## config.mk

```make
export PLATFORM = sky130hd
export DESIGN_NAME = phase_detect_autofocus_loop_core_flat
export DESIGN_NICKNAME = d
export VERILOG_FILES = /design/src/pdaf_pkg.sv /design/src/pdaf_rec_if.sv /design/src/pdaf_res_if.sv /design/src/pdaf_front.sv /design/src/pdaf_fifo.sv /design/src/pdaf_div.sv /design/src/pdaf_back.sv /design/src/phase_detect_autofocus_loop_core.sv /design/src/flat_wrapper.sv
export SDC_FILE = /design/constraint.sdc
export NUM_CORES = 1
export LEC_CHECK = 0
export BUFFER_PORTS_ARGS = -buffer_cell sky130_fd_sc_hd__clkbuf_2
export CAP_MARGIN = 20
export CORE_MARGIN = 3
export CORE_UTILIZATION = 40
export CTS_CLUSTER_SIZE = 20
export DETAILED_ROUTE_END_ITERATION = 8
export HOLD_SLACK_MARGIN = 0.03
export PLACE_DENSITY = 0.62
export SLEW_MARGIN = 30
export SYNTH_ARGS = -nofsm -noshare
export SYNTH_HDL_FRONTEND = slang
export SYNTH_SLANG_ARGS = --single-unit
```

## constraint.sdc

```tcl
create_clock -name clk_i -period 5 [get_ports clk_i]
set_input_delay 0.25 -clock clk_i [delete_from_list [all_inputs] [get_ports clk_i]]
set_output_delay 0.25 -clock clk_i [all_outputs]
set_load 0.005 [all_outputs]
```

## src/pdaf_pkg.sv

```systemverilog
package pdaf_pkg;

  localparam int unsigned ConfW    = 11;
  localparam int unsigned GainW    = 8;
  localparam int unsigned LimitW   = 10;
  localparam int unsigned FramesW  = 5;
  localparam int unsigned PhaseW   = 11;
  localparam int unsigned SumW     = 20;
  localparam int unsigned CntW     = 9;
  localparam int unsigned AccW     = 16;
  localparam int unsigned LensW    = 10;
  localparam int unsigned CfgIdxW  = 3;
  localparam int unsigned CfgDataW = 11;

  localparam int unsigned DivW    = 20;
  localparam int unsigned DivStpW = 5;

  localparam int unsigned QueueDepth = 2;
  localparam int unsigned QueuePtrW  = 1;

  localparam logic [CntW-1:0]    CntMax        = 9'd511;
  localparam logic [FramesW-1:0] MaxAvgFrames  = 5'd16;
  localparam logic [LensW-1:0]   LensMax       = 10'd1023;
  localparam logic [LensW-1:0]   LensReset     = 10'd512;

  typedef enum logic [CfgIdxW-1:0] {
    CFG_THRESHOLD = 3'd0,
    CFG_GAIN      = 3'd1,
    CFG_LIMIT     = 3'd2,
    CFG_FRAMES    = 3'd3,
    CFG_ENABLE    = 3'd4
  } cfg_idx_e;

  typedef struct packed {
    logic [ConfW-1:0]   threshold;
    logic [GainW-1:0]   gain;
    logic [LimitW-1:0]  limit;
    logic [FramesW-1:0] frames;
    logic               enable;
  } cfg_t;

  typedef struct packed {
    logic signed [SumW-1:0] sum;
    logic [CntW-1:0]        cnt;
  } frame_t;

  typedef struct packed {
    logic            start;
    logic [DivW-1:0] dividend;
    logic [CntW-1:0] divisor;
  } div_req_t;

  typedef enum logic [3:0] {
    ST_IDLE,
    ST_DIV_MEAN,
    ST_ACCUM,
    ST_MUL,
    ST_SCALE,
    ST_CLAMP,
    ST_SUM,
    ST_DIV_POS,
    ST_OUT
  } back_state_e;

endpackage

```

## src/pdaf_rec_if.sv

```systemverilog
interface pdaf_rec_if;
  logic       valid;
  logic       ready;
  logic [7:0] record_byte_first;
  logic [7:0] record_byte_second;
  logic [7:0] record_byte_third;
  logic       last_window;

  modport source (
    output valid, record_byte_first, record_byte_second, record_byte_third, last_window,
    input  ready
  );
  modport sink (
    input  valid, record_byte_first, record_byte_second, record_byte_third, last_window,
    output ready
  );
endinterface

```

## src/pdaf_res_if.sv

```systemverilog
interface pdaf_res_if;
  logic               valid;
  logic               ready;
  logic [9:0]         lens_position;
  logic               frame_valid;
  logic signed [10:0] frame_mean;
  logic               lens_moved;

  modport source (
    output valid, lens_position, frame_valid, frame_mean, lens_moved,
    input  ready
  );
  modport sink (
    input  valid, lens_position, frame_valid, frame_mean, lens_moved,
    output ready
  );
endinterface

```

## src/pdaf_front.sv

```systemverilog
module pdaf_front
  import pdaf_pkg::*;
(
  input  logic             clk_i,
  input  logic             rst_ni,
  pdaf_rec_if.sink         rec_i,
  input  logic [ConfW-1:0] threshold_i,
  input  logic             full_i,
  output logic             push_o,
  output frame_t           push_data_o
);

  logic signed [SumW-1:0] sum_q, sum_d;
  logic [CntW-1:0]        cnt_q, cnt_d;
  logic [ConfW-1:0]       conf;
  logic signed [PhaseW-1:0] phase;
  logic                   qualify;
  logic                   accept;

  assign rec_i.ready = !full_i;
  assign accept      = rec_i.valid && rec_i.ready;

  assign conf  = {rec_i.record_byte_first, rec_i.record_byte_second[7:5]};
  assign phase = $signed({rec_i.record_byte_second[4:0], rec_i.record_byte_third[7:2]});

  // The count saturates so that the sum can never overflow.
  assign qualify = (conf >= threshold_i) && (cnt_q != CntMax);

  always_comb begin
    sum_d = sum_q;
    cnt_d = cnt_q;
    if (qualify) begin
      sum_d = sum_q + {{(SumW-PhaseW){phase[PhaseW-1]}}, phase};
      cnt_d = cnt_q + 1'b1;
    end
  end

  assign push_o      = accept && rec_i.last_window;
  assign push_data_o = '{sum: sum_d, cnt: cnt_d};

  always_ff @(posedge clk_i or negedge rst_ni) begin
    if (!rst_ni) begin
      sum_q <= '0;
      cnt_q <= '0;
    end else if (accept) begin
      if (rec_i.last_window) begin
        sum_q <= '0;
        cnt_q <= '0;
      end else begin
        sum_q <= sum_d;
        cnt_q <= cnt_d;
      end
    end
  end

endmodule

```

## src/pdaf_fifo.sv

```systemverilog
module pdaf_fifo
  import pdaf_pkg::*;
(
  input  logic   clk_i,
  input  logic   rst_ni,
  input  logic   push_i,
  input  frame_t data_i,
  output logic   full_o,
  input  logic   pop_i,
  output logic   valid_o,
  output frame_t data_o
);

  frame_t                mem_q [QueueDepth];
  logic [QueuePtrW-1:0]  wr_ptr_q, rd_ptr_q;
  logic [QueuePtrW:0]    level_q;

  assign full_o  = (level_q == (QueuePtrW+1)'(QueueDepth));
  assign valid_o = (level_q != '0);
  assign data_o  = mem_q[rd_ptr_q];

  always_ff @(posedge clk_i) begin
    if (push_i) begin
      mem_q[wr_ptr_q] <= data_i;
    end
  end

  always_ff @(posedge clk_i or negedge rst_ni) begin
    if (!rst_ni) begin
      wr_ptr_q <= '0;
      rd_ptr_q <= '0;
      level_q  <= '0;
    end else begin
      if (push_i) begin
        wr_ptr_q <= wr_ptr_q + 1'b1;
      end
      if (pop_i) begin
        rd_ptr_q <= rd_ptr_q + 1'b1;
      end
      if (push_i && !pop_i) begin
        level_q <= level_q + 1'b1;
      end else if (pop_i && !push_i) begin
        level_q <= level_q - 1'b1;
      end
    end
  end

endmodule

```

## src/pdaf_div.sv

```systemverilog
module pdaf_div
  import pdaf_pkg::*;
(
  input  logic            clk_i,
  input  logic            rst_ni,
  input  div_req_t        req_i,
  output logic            done_o,
  output logic [DivW-1:0] quotient_o
);

  logic [DivW-1:0]    q_q;
  logic [CntW-1:0]    rem_q;
  logic [CntW-1:0]    divisor_q;
  logic [DivStpW-1:0] step_q;
  logic               busy_q;
  logic               done_q;
  logic [CntW:0]      trial;
  logic               ge;

  // One quotient bit per cycle, restoring form.
  assign trial = {rem_q, q_q[DivW-1]};
  assign ge    = (trial >= {1'b0, divisor_q});

  assign done_o     = done_q;
  assign quotient_o = q_q;

  always_ff @(posedge clk_i) begin
    if (req_i.start) begin
      q_q       <= req_i.dividend;
      rem_q     <= '0;
      divisor_q <= req_i.divisor;
    end else if (busy_q) begin
      q_q   <= {q_q[DivW-2:0], ge};
      rem_q <= ge ? CntW'(trial - {1'b0, divisor_q}) : trial[CntW-1:0];
    end
  end

  always_ff @(posedge clk_i or negedge rst_ni) begin
    if (!rst_ni) begin
      busy_q <= 1'b0;
      done_q <= 1'b0;
      step_q <= '0;
    end else begin
      done_q <= 1'b0;
      if (req_i.start) begin
        busy_q <= 1'b1;
        step_q <= DivStpW'(DivW);
      end else if (busy_q) begin
        step_q <= step_q - 1'b1;
        if (step_q == DivStpW'(1)) begin
          busy_q <= 1'b0;
          done_q <= 1'b1;
        end
      end
    end
  end

endmodule

```

## src/pdaf_back.sv

```systemverilog
module pdaf_back
  import pdaf_pkg::*;
(
  input  logic            clk_i,
  input  logic            rst_ni,
  input  cfg_t            cfg_i,
  input  logic            fifo_valid_i,
  input  frame_t          fifo_data_i,
  output logic            pop_o,
  output div_req_t        div_req_o,
  input  logic            div_done_i,
  input  logic [DivW-1:0] div_quot_i,
  pdaf_res_if.source      res_o
);

  back_state_e state_q, state_d;

  logic                     sign_q;
  logic signed [PhaseW-1:0] mean_q;
  logic signed [AccW-1:0]   acc_q;
  logic [FramesW-1:0]       fa_q;
  logic [LensW-1:0]         lens_q;
  logic                     valid_q;
  logic                     moved_q;
  logic signed [23:0]       num_q;
  logic [22:0]              lim_q;
  logic [22:0]              tden_q;

  logic                     res_valid_q;
  logic [LensW-1:0]         res_lens_q;
  logic                     res_fvalid_q;
  logic signed [PhaseW-1:0] res_mean_q;
  logic                     res_moved_q;

  logic [SumW-1:0]          sum_mag;
  logic signed [AccW:0]     acc_sum;
  logic signed [AccW-1:0]   acc_sat;
  logic [FramesW-1:0]       fa_inc;
  logic [FramesW-1:0]       n_eff;
  logic                     update_due;
  logic signed [24:0]       prod;
  logic [14:0]              lim_prod;
  logic [14:0]              tden_prod;
  logic signed [23:0]       lim_s;
  logic signed [23:0]       total;
  logic                     out_free;

  assign sum_mag = fifo_data_i.sum[SumW-1] ? SumW'(-fifo_data_i.sum)
                                            : SumW'(fifo_data_i.sum);

  assign acc_sum = {acc_q[AccW-1], acc_q} + {{(AccW+1-PhaseW){mean_q[PhaseW-1]}}, mean_q};

  always_comb begin
    if (acc_sum > 17'sd32767) begin
      acc_sat = 16'sh7FFF;
    end else if (acc_sum < -17'sd32768) begin
      acc_sat = 16'sh8000;
    end else begin
      acc_sat = acc_sum[AccW-1:0];
    end
  end

  assign fa_inc = fa_q + 1'b1;

  always_comb begin
    if (cfg_i.frames == '0) begin
      n_eff = FramesW'(1);
    end else if (cfg_i.frames > MaxAvgFrames) begin
      n_eff = MaxAvgFrames;
    end else begin
      n_eff = cfg_i.frames;
    end
  end

  assign update_due = (fa_inc >= n_eff);

  assign prod      = acc_q * $signed({1'b0, cfg_i.gain});
  assign lim_prod  = {5'b0, cfg_i.limit} * {10'b0, fa_q};
  assign tden_prod = {5'b0, lens_q} * {10'b0, fa_q};
  assign lim_s     = $signed({1'b0, lim_q});
  assign total     = $signed({1'b0, tden_q}) + num_q;

  assign out_free = !res_valid_q || res_o.ready;

  // Next state.
  always_comb begin
    state_d = state_q;
    case (state_q)
      ST_IDLE: begin
        if (fifo_valid_i) begin
          state_d = (fifo_data_i.cnt == '0) ? ST_ACCUM : ST_DIV_MEAN;
        end
      end
      ST_DIV_MEAN: begin
        if (div_done_i) begin
          state_d = ST_ACCUM;
        end
      end
      ST_ACCUM: begin
        if (mean_q != '0 && update_due && cfg_i.enable) begin
          state_d = ST_MUL;
        end else begin
          state_d = ST_OUT;
        end
      end
      ST_MUL:   state_d = ST_SCALE;
      ST_SCALE: state_d = ST_CLAMP;
      ST_CLAMP: state_d = ST_SUM;
      ST_SUM:   state_d = total[23] ? ST_OUT : ST_DIV_POS;
      ST_DIV_POS: begin
        if (div_done_i) begin
          state_d = ST_OUT;
        end
      end
      ST_OUT: begin
        if (out_free) begin
          state_d = ST_IDLE;
        end
      end
      default: state_d = ST_IDLE;
    endcase
  end

  // Control outputs.
  always_comb begin
    pop_o     = 1'b0;
    div_req_o = '{start: 1'b0, dividend: '0, divisor: '0};
    case (state_q)
      ST_IDLE: begin
        pop_o = fifo_valid_i;
        if (fifo_valid_i && fifo_data_i.cnt != '0) begin
          div_req_o = '{start: 1'b1, dividend: sum_mag, divisor: fifo_data_i.cnt};
        end
      end
      ST_SUM: begin
        if (!total[23]) begin
          div_req_o = '{start:    1'b1,
                        dividend: {4'b0, total[23:8]},
                        divisor:  {4'b0, fa_q}};
        end
      end
      default: ;
    endcase
  end

  always_ff @(posedge clk_i) begin
    case (state_q)
      ST_IDLE: begin
        sign_q <= fifo_data_i.sum[SumW-1];
        mean_q <= '0;
      end
      ST_DIV_MEAN: begin
        if (div_done_i) begin
          mean_q <= sign_q ? PhaseW'(-div_quot_i[PhaseW-1:0]) : div_quot_i[PhaseW-1:0];
        end
      end
      ST_ACCUM: begin
        valid_q <= (mean_q != '0);
        moved_q <= 1'b0;
      end
      ST_MUL:   num_q <= prod[23:0];
      ST_SCALE: begin
        lim_q  <= {lim_prod, 8'b0};
        tden_q <= {tden_prod, 8'b0};
      end
      ST_CLAMP: begin
        if (num_q > lim_s) begin
          num_q <= lim_s;
        end else if (num_q < -lim_s) begin
          num_q <= -lim_s;
        end
      end
      ST_SUM:   moved_q <= 1'b1;
      default: ;
    endcase
  end

  always_ff @(posedge clk_i or negedge rst_ni) begin
    if (!rst_ni) begin
      state_q <= ST_IDLE;
      acc_q   <= '0;
      fa_q    <= '0;
      lens_q  <= LensReset;
    end else begin
      state_q <= state_d;
      case (state_q)
        ST_ACCUM: begin
          if (mean_q != '0) begin
            if (update_due && !cfg_i.enable) begin
              acc_q <= '0;
              fa_q  <= '0;
            end else begin
              acc_q <= acc_sat;
              fa_q  <= fa_inc;
            end
          end
        end
        ST_SUM: begin
          if (total[23]) begin
            lens_q <= '0;
            acc_q  <= '0;
            fa_q   <= '0;
          end
        end
        ST_DIV_POS: begin
          if (div_done_i) begin
            lens_q <= (div_quot_i > DivW'(LensMax)) ? LensMax : div_quot_i[LensW-1:0];
            acc_q  <= '0;
            fa_q   <= '0;
          end
        end
        default: ;
      endcase
    end
  end

  // Output register.
  always_ff @(posedge clk_i or negedge rst_ni) begin
    if (!rst_ni) begin
      res_valid_q <= 1'b0;
    end else if (state_q == ST_OUT && out_free) begin
      res_valid_q <= 1'b1;
    end else if (res_o.ready) begin
      res_valid_q <= 1'b0;
    end
  end

  always_ff @(posedge clk_i) begin
    if (state_q == ST_OUT && out_free) begin
      res_lens_q   <= lens_q;
      res_fvalid_q <= valid_q;
      res_mean_q   <= mean_q;
      res_moved_q  <= moved_q;
    end
  end

  assign res_o.valid         = res_valid_q;
  assign res_o.lens_position = res_lens_q;
  assign res_o.frame_valid   = res_fvalid_q;
  assign res_o.frame_mean    = res_mean_q;
  assign res_o.lens_moved    = res_moved_q;

endmodule

```

## src/phase_detect_autofocus_loop_core.sv

```systemverilog
// Phase-detection autofocus loop. The record channel takes one three-byte PDAF
// window record per transaction and sustains one transaction per clock while a
// frame streams in; records produce no output except the one marked as the last
// window of its frame, which yields exactly one result transaction carrying the
// lens target, the frame mean and two status flags. Frame-end work runs in a
// separate back end behind a two-entry frame queue: the frame mean takes a
// 20-step bit-serial division that holds the back end (skipped when no window
// qualified), and a focus update adds multiply, scale, clamp and sum steps plus
// a second such division unless the new position is negative; the result may
// then wait for the consumer. The record channel stalls only when two completed
// frames are already waiting for the back end, which happens only when frames
// are shorter than the back end's time per frame. Configuration registers are
// written through the plain write port while the block is idle, a rule for the
// user; the block itself does not enforce it.

module phase_detect_autofocus_loop_core
  import pdaf_pkg::*;
(
  input  logic                clk_i,
  input  logic                rst_ni,
  pdaf_rec_if.sink            rec_i,
  pdaf_res_if.source          res_o,
  input  logic                cfg_we_i,
  input  logic [CfgIdxW-1:0]  cfg_idx_i,
  input  logic [CfgDataW-1:0] cfg_data_i
);

  // Configuration registers, reset to their documented defaults.
  cfg_t cfg_q;

  always_ff @(posedge clk_i or negedge rst_ni) begin
    if (!rst_ni) begin
      cfg_q <= '{threshold: 11'd10, gain: 8'd32, limit: 10'd100,
                 frames: 5'd1, enable: 1'b0};
    end else if (cfg_we_i) begin
      case (cfg_idx_i)
        CFG_THRESHOLD: cfg_q.threshold <= cfg_data_i[ConfW-1:0];
        CFG_GAIN:      cfg_q.gain      <= cfg_data_i[GainW-1:0];
        CFG_LIMIT:     cfg_q.limit     <= cfg_data_i[LimitW-1:0];
        CFG_FRAMES:    cfg_q.frames    <= cfg_data_i[FramesW-1:0];
        CFG_ENABLE:    cfg_q.enable    <= cfg_data_i[0];
        default: ;
      endcase
    end
  end

  // The front end unpacks each record, qualifies it against the confidence
  // threshold and keeps the running frame sum and count. At the last window it
  // pushes the frame totals into the queue and starts the next frame from zero.
  logic   push;
  frame_t push_data;
  logic   full;

  pdaf_front u_front (
    .clk_i       (clk_i),
    .rst_ni      (rst_ni),
    .rec_i       (rec_i),
    .threshold_i (cfg_q.threshold),
    .full_i      (full),
    .push_o      (push),
    .push_data_o (push_data)
  );

  // The frame queue decouples record intake from frame-end processing.
  logic   pop;
  logic   fifo_valid;
  frame_t fifo_data;

  pdaf_fifo u_fifo (
    .clk_i   (clk_i),
    .rst_ni  (rst_ni),
    .push_i  (push),
    .data_i  (push_data),
    .full_o  (full),
    .pop_i   (pop),
    .valid_o (fifo_valid),
    .data_o  (fifo_data)
  );

  // One shared iterative divider serves both the frame mean (truncated toward
  // zero, sign handled around the unsigned core) and the new lens position.
  div_req_t        div_req;
  logic            div_done;
  logic [DivW-1:0] div_quot;

  pdaf_div u_div (
    .clk_i      (clk_i),
    .rst_ni     (rst_ni),
    .req_i      (div_req),
    .done_o     (div_done),
    .quotient_o (div_quot)
  );

  // The back end accumulates nonzero frame means, decides when a focus update
  // is due and computes the clamped lens step in exact fixed point, then places
  // the result in an output register so it can wait for the consumer.
  pdaf_back u_back (
    .clk_i        (clk_i),
    .rst_ni       (rst_ni),
    .cfg_i        (cfg_q),
    .fifo_valid_i (fifo_valid),
    .fifo_data_i  (fifo_data),
    .pop_o        (pop),
    .div_req_o    (div_req),
    .div_done_i   (div_done),
    .div_quot_i   (div_quot),
    .res_o        (res_o)
  );

endmodule

```

## src/flat_wrapper.sv

```systemverilog
// flat-port wrapper written by rule: the top's interface ports become plain ports
module phase_detect_autofocus_loop_core_flat import pdaf_pkg::*;
  (clk_i, rst_ni, cfg_we_i, cfg_idx_i, cfg_data_i, rec_i_valid, rec_i_record_byte_first, rec_i_record_byte_second, rec_i_record_byte_third, rec_i_last_window, rec_i_ready, res_o_valid, res_o_lens_position, res_o_frame_valid, res_o_frame_mean, res_o_lens_moved, res_o_ready);
  pdaf_rec_if rec_i_i ();
  pdaf_res_if res_o_i ();
  input  logic clk_i;
  input  logic rst_ni;
  input  logic cfg_we_i;
  input  logic [CfgIdxW-1:0] cfg_idx_i;
  input  logic [CfgDataW-1:0] cfg_data_i;
  input wire logic [$bits(rec_i_i.valid)-1:0] rec_i_valid;
  input wire logic [$bits(rec_i_i.record_byte_first)-1:0] rec_i_record_byte_first;
  input wire logic [$bits(rec_i_i.record_byte_second)-1:0] rec_i_record_byte_second;
  input wire logic [$bits(rec_i_i.record_byte_third)-1:0] rec_i_record_byte_third;
  input wire logic [$bits(rec_i_i.last_window)-1:0] rec_i_last_window;
  output wire logic [$bits(rec_i_i.ready)-1:0] rec_i_ready;
  output wire logic [$bits(res_o_i.valid)-1:0] res_o_valid;
  output wire logic [$bits(res_o_i.lens_position)-1:0] res_o_lens_position;
  output wire logic [$bits(res_o_i.frame_valid)-1:0] res_o_frame_valid;
  output wire logic [$bits(res_o_i.frame_mean)-1:0] res_o_frame_mean;
  output wire logic [$bits(res_o_i.lens_moved)-1:0] res_o_lens_moved;
  input wire logic [$bits(res_o_i.ready)-1:0] res_o_ready;
  assign rec_i_i.valid = rec_i_valid;
  assign rec_i_i.record_byte_first = rec_i_record_byte_first;
  assign rec_i_i.record_byte_second = rec_i_record_byte_second;
  assign rec_i_i.record_byte_third = rec_i_record_byte_third;
  assign rec_i_i.last_window = rec_i_last_window;
  assign rec_i_ready = rec_i_i.ready;
  assign res_o_valid = res_o_i.valid;
  assign res_o_lens_position = res_o_i.lens_position;
  assign res_o_frame_valid = res_o_i.frame_valid;
  assign res_o_frame_mean = res_o_i.frame_mean;
  assign res_o_lens_moved = res_o_i.lens_moved;
  assign res_o_i.ready = res_o_ready;
  phase_detect_autofocus_loop_core u_core (.clk_i(clk_i), .rst_ni(rst_ni), .rec_i(rec_i_i), .res_o(res_o_i), .cfg_we_i(cfg_we_i), .cfg_idx_i(cfg_idx_i), .cfg_data_i(cfg_data_i));
endmodule
```

==> metrics <==
Slew HR=39.8%; Synth Instances=2,458; flop-to-flop setup slack=0.14 ns; top post-synthesis cells by area=edfxtp_1 (22%), fa_1 (13%), ha_1 (11%), dfrtp_1 (11%), nand2_1 (4.4%); die width=252 um; vias=18,000; status=finished clean; R2R cell count=18; vias per std cell=5.33; layout cell share with drive strength beyond 1=13.5%; WS Path Type=register to register; I/O pins=69; core area=59,600 um2; Max Cap Viol=0; initial antenna violation count=1; Final GP Congestion=0.899; post-synth top area share=22.0%; Die Height=252 um; grt total ovfl=0; Tcrit/Tclk final=97.1%; Worst Path Arrival=5.15 ns; H-tree Lvls=2; Detailed Place HPWL=46,300 um; total global-route track usage=18.9%; Final Hold Fails=0; wire per inst=17.7 um; Setup Skew=0.0176 ns; Initial Utilization=40.8%; maximum clock frequency=0.206 GHz; HP Class=input port to register; end point of the worst hold path=u_core.cfg_q[27]; Clock Sinks=298; Slowest cell on crit path=dfstp_2; #FFs+latches synth=298; Setup-failing EPs final=0; non-filler cells, final=3,377; Post-route DRC=0; # rows=89; Inserted Clock Buffers=37; Cells after DPL=3,288; Fillers=5,549; clock root cell=clkbuf_16; drt initial violations=1,148; reg2reg end=u_core.u_back.num_q[21]; most common cell in the netlist=nand2_1; vias in the first global route=18,600; worst min-delay path startpoint=cfg_data_i[3]; ANT nets after route=0; Req. time, crit path=5.30 ns; Hold Path Stages=3; ant diodes=0; EDFF count, synth=178; clk slew on worst S/H paths=0.06 ns; Crit Reg-Reg Startpoint=u_core.cfg_q[21]; FFs w/ async S/R, synth=37.2%; Pins Over Slew Limit=0; clk buf depth=3; Synth area leader=edfxtp_1; area grow syn2layout=13.2%; Syn Nets=2,862; RSZ-0062 raised after global routing=yes; fin crit period=4.86 ns; top cell types by occurrence after synthesis=nand2_1 (287), inv_1 (279), ha_1 (208); clk_lat worst skew=0.56 ns; library cells used by synthesis=84; Syn Std Cell Area=24,300 um2; DRT Pass-1 Iters=5; Die ar.=63,700 um2; CTS tree=built; pin count of the biggest net entering global routing=60; CP Launch Type=register; crit path capture type=register; CP max FO=4; worst path cell trace=buf_4 > buf_4 > and2_1 > fa_2 > ha_1 > inv_1 > fa_1 > fa_1 > inv_1 > ha_4 > a21o_1 > nand2_1 > and3_4 > nor3_4 > o41a_1 > o21ai_2 > and3_1 > o31ai_2; Hold WS=0.0660 ns; IO buf count=66; first-pass GRT wire length=97,000 um; Seq/Total Area, Yosys=34.2%; Synth Flop Type=edfxtp_1; Nets=2,979; YS warnings=0; drt total wl=59,700 um; Mean Syn Cell Area=9.88 um2; Slew @ Worst Pin=0.900 ns; largest stage delay on the critical path=0.58 ns
flip-flops by register name, indices dropped and copies added, names as in the netlist, 2 cells and up:
register,cells
u_core.u_fifo.mem_q,58
u_core.cfg_q,35
u_core.u_back.num_q,24
u_core.u_div.quotient_o,20
u_core.u_front.sum_q,20
u_core.u_back.acc_q,16
u_core.u_back.lim_q,15
u_core.u_back.tden_q,15
u_core.u_back.mean_q,11
u_core.u_back.res_o.frame_mean,11
u_core.u_back.lens_q,10
u_core.u_back.res_o.lens_position,10
u_core.u_div.divisor_q,9
u_core.u_div.rem_q,9
u_core.u_front.cnt_q,9
u_core.u_back.fa_q,5
u_core.u_div.step_q,5
u_core.u_back.state_q,4
u_core.u_fifo.level_q,2
per-stage QoR:
step / utilization, % / setup WS [ns] / setup TNS, ns / area (um2)
after global placement: 43.3 / -0.0294 / -0.0873 / 25800
after detailed placement: 43.3 / -0.147 / -0.393 / 25800
after CTS: 45.6 / 0.000604 / 0 / 27200
after global routing: 46.2 / -0.0901 / -0.251 / 27500
final: 46.2 / 0.144 / 0 / 27500
after floorplan: - / 0.0415 / 0 / 24300
worst max-delay path: cells and delay by family, from the launching register on:
family                   cells  cell delay (ns)
AO/OA/AOI/OAI                4             0.86
adder cells (fa/ha/maj)      5             2.02
buffers and inverters        4             0.38
flip-flops                   1             0.58
AND/OR/NAND/NOR              5             0.75
per-layer routing:
metal | wire length (um) | track usage [%] | share of wire, % | up-vias
met3 | 2860 | 2.25 | 4.8 | 87
met5 | 0 | 0 | 0 | -
met1 | 28100 | 26.7 | 47 | 8860
met2 | 27100 | 30.6 | 45 | 395
met4 | 1600 | 5.83 | 2.7 | 0
li1 | - | - | - | 8669
cell type report:
class,instances,area [um2],share of cell area (%)
multi-input cells,1798,14900,54.2
flip-flops and latches,298,8330,30.3
inverters,281,1050,3.84
repair buffers,159,1050,3.83
clock buffers,48,987,3.59
well taps,773,967,3.52
clock inverters,20,210,0.764
cells in the final DEF, fill, tap and decap left out, types with 12 or more instances in the layout:
cell type / synthesis / routed
a211oi_1: 15 / 15
nand3_1: 35 / 34
dfrtp_1: 103 / 91
o21a_1: 21 / 21
o31ai_1: 14 / 13
nor3_1: 51 / 47
mux2i_1: 41 / 41
xor2_1: 52 / 51
clkbuf_16: 0 / 37
o21ai_0: 101 / 95
a221o_1: 24 / 24
nor2_1: 125 / 123
and2_1: 121 / 120
edfxtp_1: 178 / 178
a21oi_1: 109 / 100
inv_1: 279 / 272
a22o_1: 15 / 15
nand2b_1: 22 / 21
a31oi_1: 15 / 13
nand2_1: 287 / 286
fa_1: 152 / 148
ha_1: 208 / 196
mux2_2: 34 / 34
or3_1: 14 / 14
a21o_1: 39 / 39
clkbuf_2: 0 / 65
nor2b_1: 24 / 24
buf_4: 2 / 85
dfrtp_2: 0 / 12
xnor2_1: 107 / 107
how the worst max path moves through the flow:
stage | from | end | cells past startpoint
after floorplan | u_core.cfg_q[21] | u_core.u_back.num_q[21] | 17
after global placement | u_core.cfg_q[21] | u_core.u_back.num_q[22] | 18
after detailed placement | u_core.cfg_q[21] | u_core.u_back.num_q[21] | 17
after CTS | u_core.cfg_q[21] | u_core.u_back.num_q[22] | 17
after global routing | u_core.cfg_q[21] | u_core.u_back.num_q[20] | 18
final | u_core.cfg_q[21] | u_core.u_back.num_q[21] | 18
cells by family after synthesis:
family                   synth area share [%]
adder cells (fa/ha/maj)                  23.2
AO/OA/AOI/OAI                            12.7
multiplexers                             3.27
flip-flops                               34.2
AND/OR/NAND/NOR                          15.0
buffers and inverters                    5.85
XOR/XNOR                                 5.73
repair_timing:
item                                    in CTS  in global routing
pin swaps                                   16                 46
hold endpoints to repair                    58                  0
hold buffers                                 6                  0
endpoints found under the setup margin       4                  8
gates resized for setup                     23                 53
setup buffers                                3                 12
Power is not shown: default switching activity piles up to over one toggle a cycle in this logic, so the estimate is an artifact.
